<file path="config.mk">
export PLATFORM = sky130hd
export DESIGN_NAME = session_table_sequence_tracker_unit
export DESIGN_NICKNAME = d
export VERILOG_FILES = /design/src/hw/rtl/stt_pkg.sv /design/src/hw/rtl/stt_ctrl.sv /design/src/hw/rtl/stt_datapath.sv /design/src/hw/rtl/session_table_sequence_tracker_unit.sv
export VERILOG_INCLUDE_DIRS = /design/src /design/src/hw/rtl
export SDC_FILE = /design/constraint.sdc
export NUM_CORES = 2
export LEC_CHECK = 0
export BUFFER_PORTS_ARGS = -buffer_cell sky130_fd_sc_hd__clkbuf_2
export CAP_MARGIN = 20
export CORE_UTILIZATION = 63
export DETAILED_ROUTE_END_ITERATION = 12
export PLACE_DENSITY = 0.83
export SKIP_CTS_REPAIR_TIMING = 1
export SLEW_MARGIN = 5
export SYNTH_ARGS = -nofsm -noshare
export SYNTH_HDL_FRONTEND = slang
export SYNTH_SLANG_ARGS = --single-unit
</file>
<file path="constraint.sdc">
create_clock -name clk -period 14.4 [get_ports clk]
set_clock_uncertainty 0.1 [all_clocks]
set_input_delay 2.88 -clock clk [delete_from_list [all_inputs] [get_ports clk]]
set_output_delay 2.88 -clock clk [all_outputs]
set_load 0.05 [all_outputs]
</file>
<file path="src/hw/rtl/assert_macros.svh">
// Assertion helpers shared by the RTL. Each expects clk and arst_n in scope.
`ifndef ASSERT_MACROS_SVH
`define ASSERT_MACROS_SVH

// Property holds at every clock edge outside reset.
`define ASSERT_ALWAYS(lbl, prop) \
	lbl: assert property (@(posedge clk) disable iff (!arst_n) (prop)) \
		else $error("assertion failed");

// Antecedent in one cycle implies consequent in the next.
`define ASSERT_NEXT(lbl, ante, cons) \
	lbl: assert property (@(posedge clk) disable iff (!arst_n) (ante) |=> (cons)) \
		else $error("assertion failed");

`endif

</file>
<file path="src/hw/rtl/stt_pkg.sv">
`default_nettype none

package stt_pkg;

	localparam int SESSION_SLOTS_DEF = 32;
	localparam int SLOT_IDX_W = 5;

	// header type bytes
	localparam logic [7:0] TYPE_HANDSHAKE = 8'h01;
	localparam logic [7:0] TYPE_HS_ACK = 8'h02;
	localparam logic [7:0] TYPE_DATA = 8'h03;
	localparam logic [7:0] TYPE_ACK = 8'h04;
	localparam logic [7:0] TYPE_CLOSE = 8'h05;

	// result status codes
	localparam logic [3:0] ST_NEW = 4'd0;
	localparam logic [3:0] ST_HS_REPEAT = 4'd1;
	localparam logic [3:0] ST_FULL = 4'd2;
	localparam logic [3:0] ST_IN_ORDER = 4'd3;
	localparam logic [3:0] ST_AHEAD = 4'd4;
	localparam logic [3:0] ST_DUP = 4'd5;
	localparam logic [3:0] ST_DATA_UNKNOWN = 4'd6;
	localparam logic [3:0] ST_ACK_SEEN = 4'd7;
	localparam logic [3:0] ST_ACK_UNKNOWN = 4'd8;
	localparam logic [3:0] ST_CLOSED = 4'd9;
	localparam logic [3:0] ST_CLOSE_UNKNOWN = 4'd10;
	localparam logic [3:0] ST_BAD_TYPE = 4'd11;

	// controller -> datapath
	typedef struct packed {
		logic load;    // capture header, restart scan
		logic scan;    // read the slot at the scan counter
		logic commit;  // apply table update, load result register
	} cmd_t;

	// datapath -> controller
	typedef struct packed {
		logic scan_last;
		logic out_free;
	} stat_t;

endpackage

`default_nettype wire

</file>
<file path="src/hw/rtl/stt_ctrl.sv">
`default_nettype none

module stt_ctrl (
	input  logic           clk,
	input  logic           arst_n,
	input  logic           in_valid,
	output logic           in_ready,
	input  stt_pkg::stat_t stat,
	output stt_pkg::cmd_t  cmd
);

	typedef enum logic [3:0] {
		S_IDLE   = 4'b0001,
		S_SCAN   = 4'b0010,
		S_DRAIN  = 4'b0100,
		S_FINISH = 4'b1000
	} state_t;

	state_t state_q, state_d;

	always_ff @(posedge clk or negedge arst_n) begin
		if (!arst_n) begin
			state_q <= S_IDLE;
		end else begin
			state_q <= state_d;
		end
	end

	always_comb begin
		state_d = state_q;
		in_ready = 1'b0;
		cmd = '0;
		case (state_q)
			S_IDLE: begin
				in_ready = 1'b1;
				if (in_valid) begin
					cmd.load = 1'b1;
					state_d = S_SCAN;
				end
			end
			S_SCAN: begin
				cmd.scan = 1'b1;
				if (stat.scan_last) begin
					state_d = S_DRAIN;
				end
			end
			// last read is compared here
			S_DRAIN: begin
				state_d = S_FINISH;
			end
			S_FINISH: begin
				if (stat.out_free) begin
					cmd.commit = 1'b1;
					state_d = S_IDLE;
				end
			end
			default: begin
				state_d = S_IDLE;
			end
		endcase
	end

endmodule

`default_nettype wire

</file>
<file path="src/hw/rtl/stt_datapath.sv">
`default_nettype none

module stt_datapath #(
	parameter int SLOTS = stt_pkg::SESSION_SLOTS_DEF
) (
	input  logic           clk,
	input  logic           arst_n,
	input  stt_pkg::cmd_t  cmd,
	output stt_pkg::stat_t stat,
	input  logic [7:0]     packet_type,
	input  logic [63:0]    conn_id,
	input  logic [31:0]    seq_number,
	output logic           out_valid,
	input  logic           out_ready,
	output logic [3:0]     status,
	output logic           send_reply,
	output logic [7:0]     reply_type,
	output logic [31:0]    reply_seq,
	output logic           slot_found,
	output logic [4:0]     slot_index
);

	localparam int IDX_W = (SLOTS > 1) ? $clog2(SLOTS) : 1;
	localparam int SlotW = stt_pkg::SLOT_IDX_W;

	// captured header
	logic [7:0]  type_q;
	logic [63:0] id_q;
	logic [31:0] seq_q;

	// scan
	logic [IDX_W-1:0] cnt_q;
	logic             rd_vld_s1;
	logic [IDX_W-1:0] idx_s1;
	logic [63:0]      id_rd_s1;
	logic [31:0]      exp_rd_s1;

	logic             match_q;
	logic [IDX_W-1:0] match_idx_q;
	logic [31:0]      exp_q;
	logic             free_q;
	logic [IDX_W-1:0] free_idx_q;

	logic [SLOTS-1:0] active_q;
	logic [63:0]      id_mem [SLOTS];
	logic [31:0]      exp_mem [SLOTS];

	// result and update decode
	logic [3:0]       r_status;
	logic             r_reply;
	logic [7:0]       r_rtype;
	logic [31:0]      r_rseq;
	logic             r_found;
	logic [IDX_W-1:0] r_idx;
	logic             set_act;
	logic             clr_act;
	logic             wr_id;
	logic             wr_exp;
	logic [31:0]      wr_exp_val;
	logic [IDX_W-1:0] wr_idx;

	logic out_valid_q;

	assign stat.scan_last = (cnt_q == IDX_W'(SLOTS - 1));
	assign stat.out_free = !out_valid_q || out_ready;

	always_ff @(posedge clk) begin
		if (cmd.load) begin
			type_q <= packet_type;
			id_q <= conn_id;
			seq_q <= seq_number;
		end
	end

	always_ff @(posedge clk or negedge arst_n) begin
		if (!arst_n) begin
			cnt_q <= '0;
			rd_vld_s1 <= 1'b0;
			match_q <= 1'b0;
			free_q <= 1'b0;
		end else begin
			rd_vld_s1 <= cmd.scan;
			if (cmd.load) begin
				cnt_q <= '0;
				match_q <= 1'b0;
				free_q <= 1'b0;
			end else begin
				if (cmd.scan && !stat.scan_last) begin
					cnt_q <= cnt_q + 1'b1;
				end
				// keep only the lowest hit of each kind
				if (rd_vld_s1 && !match_q && active_q[idx_s1] && id_rd_s1 == id_q) begin
					match_q <= 1'b1;
				end
				if (rd_vld_s1 && !free_q && !active_q[idx_s1]) begin
					free_q <= 1'b1;
				end
			end
		end
	end

	always_ff @(posedge clk) begin
		idx_s1 <= cnt_q;
		if (rd_vld_s1 && !match_q && active_q[idx_s1] && id_rd_s1 == id_q) begin
			match_idx_q <= idx_s1;
			exp_q <= exp_rd_s1;
		end
		if (rd_vld_s1 && !free_q && !active_q[idx_s1]) begin
			free_idx_q <= idx_s1;
		end
	end

	// slot memories
	always_ff @(posedge clk) begin
		if (cmd.commit && wr_id) begin
			id_mem[wr_idx] <= id_q;
		end
		if (cmd.scan) begin
			id_rd_s1 <= id_mem[cnt_q];
		end
	end

	always_ff @(posedge clk) begin
		if (cmd.commit && wr_exp) begin
			exp_mem[wr_idx] <= wr_exp_val;
		end
		if (cmd.scan) begin
			exp_rd_s1 <= exp_mem[cnt_q];
		end
	end

	always_ff @(posedge clk or negedge arst_n) begin
		if (!arst_n) begin
			active_q <= '0;
		end else if (cmd.commit) begin
			if (set_act) begin
				active_q[wr_idx] <= 1'b1;
			end else if (clr_act) begin
				active_q[wr_idx] <= 1'b0;
			end
		end
	end

	always_comb begin
		r_status = stt_pkg::ST_BAD_TYPE;
		r_reply = 1'b0;
		r_rtype = '0;
		r_rseq = '0;
		r_found = 1'b0;
		r_idx = match_idx_q;
		set_act = 1'b0;
		clr_act = 1'b0;
		wr_id = 1'b0;
		wr_exp = 1'b0;
		wr_exp_val = 32'd1;
		wr_idx = match_idx_q;
		case (type_q)
			stt_pkg::TYPE_HANDSHAKE: begin
				if (match_q) begin
					r_status = stt_pkg::ST_HS_REPEAT;
					r_reply = 1'b1;
					r_rtype = stt_pkg::TYPE_HS_ACK;
					r_found = 1'b1;
				end else if (free_q) begin
					r_status = stt_pkg::ST_NEW;
					r_reply = 1'b1;
					r_rtype = stt_pkg::TYPE_HS_ACK;
					r_found = 1'b1;
					r_idx = free_idx_q;
					set_act = 1'b1;
					wr_id = 1'b1;
					wr_exp = 1'b1;
					wr_idx = free_idx_q;
				end else begin
					r_status = stt_pkg::ST_FULL;
				end
			end
			stt_pkg::TYPE_DATA: begin
				if (match_q) begin
					r_reply = 1'b1;
					r_rtype = stt_pkg::TYPE_ACK;
					r_rseq = seq_q;
					r_found = 1'b1;
					wr_exp_val = seq_q + 32'd1;
					if (seq_q < exp_q) begin
						r_status = stt_pkg::ST_DUP;
					end else begin
						r_status = (seq_q > exp_q) ? stt_pkg::ST_AHEAD : stt_pkg::ST_IN_ORDER;
						wr_exp = 1'b1;
					end
				end else begin
					r_status = stt_pkg::ST_DATA_UNKNOWN;
				end
			end
			stt_pkg::TYPE_ACK: begin
				r_status = match_q ? stt_pkg::ST_ACK_SEEN : stt_pkg::ST_ACK_UNKNOWN;
				r_found = match_q;
			end
			stt_pkg::TYPE_CLOSE: begin
				if (match_q) begin
					r_status = stt_pkg::ST_CLOSED;
					r_found = 1'b1;
					clr_act = 1'b1;
				end else begin
					r_status = stt_pkg::ST_CLOSE_UNKNOWN;
				end
			end
			default: begin
				r_status = stt_pkg::ST_BAD_TYPE;
			end
		endcase
	end

	// result register
	always_ff @(posedge clk or negedge arst_n) begin
		if (!arst_n) begin
			out_valid_q <= 1'b0;
		end else if (cmd.commit) begin
			out_valid_q <= 1'b1;
		end else if (out_ready) begin
			out_valid_q <= 1'b0;
		end
	end

	always_ff @(posedge clk) begin
		if (cmd.commit) begin
			status <= r_status;
			send_reply <= r_reply;
			reply_type <= r_rtype;
			reply_seq <= r_rseq;
			slot_found <= r_found;
			slot_index <= r_found ? SlotW'(r_idx) : '0;
		end
	end

	assign out_valid = out_valid_q;

endmodule

`default_nettype wire

</file>
<file path="src/hw/rtl/session_table_sequence_tracker_unit.sv">
// Session table sequence tracker.
// Input channel (in_valid/in_ready) takes one parsed header per transfer:
// packet_type, conn_id and seq_number. Output channel (out_valid/out_ready)
// gives one result per header: status, reply fields and the slot used.
// Each header scans the whole slot table through one read port of the id and
// expected-sequence memories, one slot per cycle, keeping the lowest matching
// active slot and the lowest free slot. Once the last slot read has been
// compared, the result register loads as soon as it is free, and in_ready
// returns only after that load, so headers are processed one at a time.
// Reset clears all active marks at once; id and sequence memories are not
// cleared, and their contents are used only for active slots. No clearing pass is needed.
// A stalled receiver holds the result in the output register; the block
// takes the next header meanwhile and waits to load its result until the
// pending one is transferred. slot_index carries the low 5 bits of the slot.
`default_nettype none
`include "assert_macros.svh"

module session_table_sequence_tracker_unit #(
	parameter int SESSION_SLOTS = stt_pkg::SESSION_SLOTS_DEF
) (
	input  logic        clk,
	input  logic        arst_n,
	input  logic        in_valid,
	output logic        in_ready,
	input  logic [7:0]  packet_type,
	input  logic [63:0] conn_id,
	input  logic [31:0] seq_number,
	output logic        out_valid,
	input  logic        out_ready,
	output logic [3:0]  status,
	output logic        send_reply,
	output logic [7:0]  reply_type,
	output logic [31:0] reply_seq,
	output logic        slot_found,
	output logic [4:0]  slot_index
);

	stt_pkg::cmd_t  cmd;
	stt_pkg::stat_t stat;

	stt_ctrl u_ctrl (
		.clk      (clk),
		.arst_n   (arst_n),
		.in_valid (in_valid),
		.in_ready (in_ready),
		.stat     (stat),
		.cmd      (cmd)
	);

	stt_datapath #(
		.SLOTS (SESSION_SLOTS)
	) u_dp (
		.clk         (clk),
		.arst_n      (arst_n),
		.cmd         (cmd),
		.stat        (stat),
		.packet_type (packet_type),
		.conn_id     (conn_id),
		.seq_number  (seq_number),
		.out_valid   (out_valid),
		.out_ready   (out_ready),
		.status      (status),
		.send_reply  (send_reply),
		.reply_type  (reply_type),
		.reply_seq   (reply_seq),
		.slot_found  (slot_found),
		.slot_index  (slot_index)
	);

	`ASSERT_NEXT(a_busy_after_in, in_valid && in_ready, !in_ready)
	`ASSERT_ALWAYS(a_no_reply_zero, !(out_valid && !send_reply) || (reply_type == 8'd0 && reply_seq == 32'd0))
	`ASSERT_ALWAYS(a_no_slot_zero, !(out_valid && !slot_found) || slot_index == 5'd0)
	`ASSERT_ALWAYS(a_reply_kind, !(out_valid && send_reply) || (reply_type == stt_pkg::TYPE_HS_ACK || reply_type == stt_pkg::TYPE_ACK))

endmodule

`default_nettype wire
</file>
==> key figures <==
Run status
  – Run status: finished clean

STA
  – Hold Worst Slack: 317.3 ps
  – Final slew viol count: 0
  – Maximum achievable frequency: 178.6 MHz
  – Share of the cycle needed by the critical path after routing: 38.87%
  – Final setup violating endpoints: 0
  – Time the final worst path needs with I/O delays and setup: 5598 ps
  – RSZ-0062 raised after global routing: no
  – Slew margin rel.: 17.10%
  – Tightest Pin Transition: 1244 ps
  – Setup TNS after final layout: 0 ps
  – Final Hold Vio Count: 0

Run
  – Max capacitance violation total: 0

Layout
  – Post-layout nets: 5984
  – Area growth from synthesis to layout: 12.21%
  – Sequential cell area: 102100 um2
  – Non-filler instance count after layout: 8786
  – Filler cell count in the final layout: 10.40k
  – Fraction of final layout cells with drive strength greater than 1: 32.31%
  – Most common cell after layout, fill and taps aside: sky130_fd_sc_hd__edfxtp_1
  – Commonest non-fill, non-tap cells in the layout: 3359 x sky130_fd_sc_hd__edfxtp_1, 965 x sky130_fd_sc_hd__mux4_2, 344 x sky130_fd_sc_hd__clkbuf_16
  – Area of combinational cells with multiple inputs: 27100 um2

Synth
  – Synthesized-area fraction occupied by and/or/nand/nor cells: 1.288%
  – Cells after synthesis: 5391
  – Count of yosys warnings during synthesis: 0
  – Post-synthesis xor/xnor area fraction: 0.5522%
  – Count of different cell masters after synthesis: 63
  – Async SR Flop Fraction: 1.320%
  – Register area share after synthesis: 78.50%
  – Share of cell area taken by muxes after synthesis: 17.69%
  – Mean instance size in the synthesized netlist: 24.13 um2
  – Combinational family with the most area after synthesis: multiplexers
  – Synth Area in Adders: 0.3367%
  – Count of flip-flops with a built-in enable after synthesis: 3359
  – Most used flip-flop cell after synthesis: sky130_fd_sc_hd__edfxtp_1
  – Post-synthesis compound-gate area fraction: 0.6157%
  – Flops & latches, synth: 3409
  – Combined area of all synthesized cells: 130100 um2

Pwr
  – Leak Pwr: 41.55 nW
  – Maximum VDD drop: 0.1999 mV
  – Comb pwr share: 16.1%
  – Share of total power consumed by net switching: 26.29%
  – Portion of total power attributed to sequential cells: 47.4%
  – Internal Pwr Total: 0.01777 W
  – Portion of total power attributed to the clock network: 36.5%
  – Net switching component of the power: 0.006338 W
  – P per Cell Area: 165.2 nW/um2

Global route
  – Antenna violations before repair: 34
  – Largest net degree at the start of global routing: 151
  – First-pass GRT wire length: 521.3 mm
  – Number of global-route vias before repair: 66.04k
  – GRT Resource Usage Total: 36.44%
  – Grt total ovfl: 0

Clock tree
  – Total clock buffers created by CTS: 338
  – Max clock buf depth: 4
  – Cell chosen for the clock root: sky130_fd_sc_hd__clkbuf_16
  – # clock sinks: 3409
  – Number of H-tree levels: 5
  – Clock slew at the register clock pins of the worst setup and hold paths: 60 ps
  – TritonCTS clock tree: done
  – Clock Latency Late Sink: 980 ps

Setup path
  – Type of the worst setup path: in2reg
  – Required @ worst endpoint: 14840 ps
  – Type of element launching the critical path: input pin
  – Arrival time worst endpoint: 6040 ps
  – Worst-path fanout max: 22
  – Critical path capture point type: flop

Floorplan
  – Number of top-level design ports: 161
  – Die ar.: 208300 um2
  – Core area: 204800 um2
  – Height of the die: 456.4 um
  – Num rows: 166
  – Initial cell density of the core: 63.51%
  – Die Span X: 456.4 um

Placed design
  – Dpl hpwl: 183.7 mm
  – Number of buffers added on ports: 154
  – Final weighted congestion of routability-driven global placement: 0.8743
  – Placed insts: 8180

Drt
  – Number of nets still failing antenna checks after routing: 0
  – Vias after detailed routing: 66.57k
  – Number of design rule violations left after detail routing: 0
  – Routed vias/inst: 7.577
  – Routed len/inst: 42.63 um
  – DRT Pass-1 Iters: 8
  – First DRT Iteration DRCs: 11.49k
  – Routed Wire Length: 374.6 mm

Hold path
  – Class of the most critical hold timing path: reg2reg
## power groups by stage
stage,clock (W),sequential (W),combinational (W)
6_report,0.00880,0.0114,0.00389
5_1_grt,0.00915,0.0114,0.00394
4_1_cts,0.00882,0.0114,0.00378
3_5_place_dp,0,0.0116,0.00362
3_3_place_gp,0,0.0116,0.00350
2_1_floorplan,0,0.0117,0.00228
## sequential cells by signal, indices dropped and copies added, names as in the netlist, 5 cells and up, named ones only
register,cells
u_dp.id_rd_s1,64
u_dp.slot_index,5
u_dp.id_mem,2048
u_dp.idx_s1,5
u_dp.exp_mem,1024
u_dp.seq_q,32
u_dp.cnt_q,5
u_dp.exp_q,32
u_dp.id_q,64
u_dp.free_idx_q,5
u_dp.type_q,8
u_dp.exp_rd_s1,32
u_dp.match_idx_q,5
u_dp.reply_seq,32
## metal layers
layer | up-vias | track usage, % | wire length (um)
met4 | 28 | 17.87 | 23690
met3 | 1344 | 8.402 | 48170
met5 | - | 0 | 234
met1 | 34220 | 46.80 | 117200
met2 | 7063 | 59.46 | 185200
li1 | 23910 | - | -
## critical path, cell delays in order
cell and delay [ps]:
sky130_fd_sc_hd__clkbuf_2 70, sky130_fd_sc_hd__nand2b_1 180, sky130_fd_sc_hd__nand2b_1 280, sky130_fd_sc_hd__nor3_1 590, sky130_fd_sc_hd__nand2_1 490, sky130_fd_sc_hd__nor3_2 930
sky130_fd_sc_hd__buf_4 590
## cell type report
cell class,instances,area share (%)
timing repair buffer,371,1.764
inverter,57,0.1466
multi-input combinational,1664,18.57
clock buffer,426,6.144
sequential,3409,69.97
antenna,10,0.01715
clock inverter,161,1.085
tap,2688,2.304
## synthesized netlist by cell type (all sizes together) (2+ instances only)
cell	number	area share, %
nand2	58	0.18
nand3	23	0.089
a21o	6	0.035
nor3	42	0.17
buf	105	0.38
and2	31	0.15
o211ai	4	0.023
mux4	965	17
inv	57	0.16
mux2i	16	0.12
and3	4	0.019
a31o	2	0.013
dfrtp	44	0.85
nand2b	15	0.072
nor4b	4	0.043
o2bb2ai	4	0.027
mux2	99	0.86
and4	6	0.040
xnor2	63	0.42
or3	7	0.034
nor2	86	0.25
nor2b	6	0.029
dfxtp	5	0.077
a21oi	24	0.092
a22o	3	0.020
nor4	12	0.058
ha	35	0.34
edfxtp	3359	78
o22ai	4	0.019
nand4	24	0.12
xor2	19	0.13
o21ai	74	0.28
nor3b	3	0.017
a2111oi	2	0.013
clkbuf	161	0.46
## worst paths after layout
check | start | end | slack (ps) | depth (start not counted)
setup reg to reg | u_dp.cnt_q[0]$_DFFE_PN0P_ | u_dp.id_rd_s1[60]$_DFFE_PP_ | 8860 | 6
min in group asynchronous | arst_n | asynchronous set/reset pin | 1960 | 2
hold / removal | u_dp.exp_rd_s1[23]$_DFFE_PP_ | u_dp.exp_q[23]$_DFFE_PP_ | 320 | 0
setup / recovery | out_ready | u_dp.exp_mem[30][11]$_DFFE_PP_ | 8800 | 7
hold reg to reg | u_dp.exp_rd_s1[23]$_DFFE_PP_ | u_dp.exp_q[23]$_DFFE_PP_ | 320 | 0
max in group asynchronous | arst_n | u_dp.cnt_q[3]$_DFFE_PN0P_ | 11760 | 2
## cells by family (layout without fill, tap and decap cells)
group / after synthesis / after routing
buf+inv: 323 / 1015
xor+xnor: 82 / 82
flops: 3409 / 3409
simple gates: 325 / 325
fa+ha+maj: 35 / 35
mux: 1080 / 1080
other cells: 1 / 16
compound gates: 136 / 136
## stage by stage
stage	util, %	instance area (um2)	power, W	setup WS [ps]
after floorplan	-	130100	0.01399	2316
after global placement	66.02	135200	0.01512	8122
after detailed placement	66.03	135200	0.01524	7950
after CTS	71.18	145800	0.02402	8522
after global routing	71.25	145900	0.02452	8538
final	71.26	145900	0.02411	8802
Power figures use the tool's default switching activity.
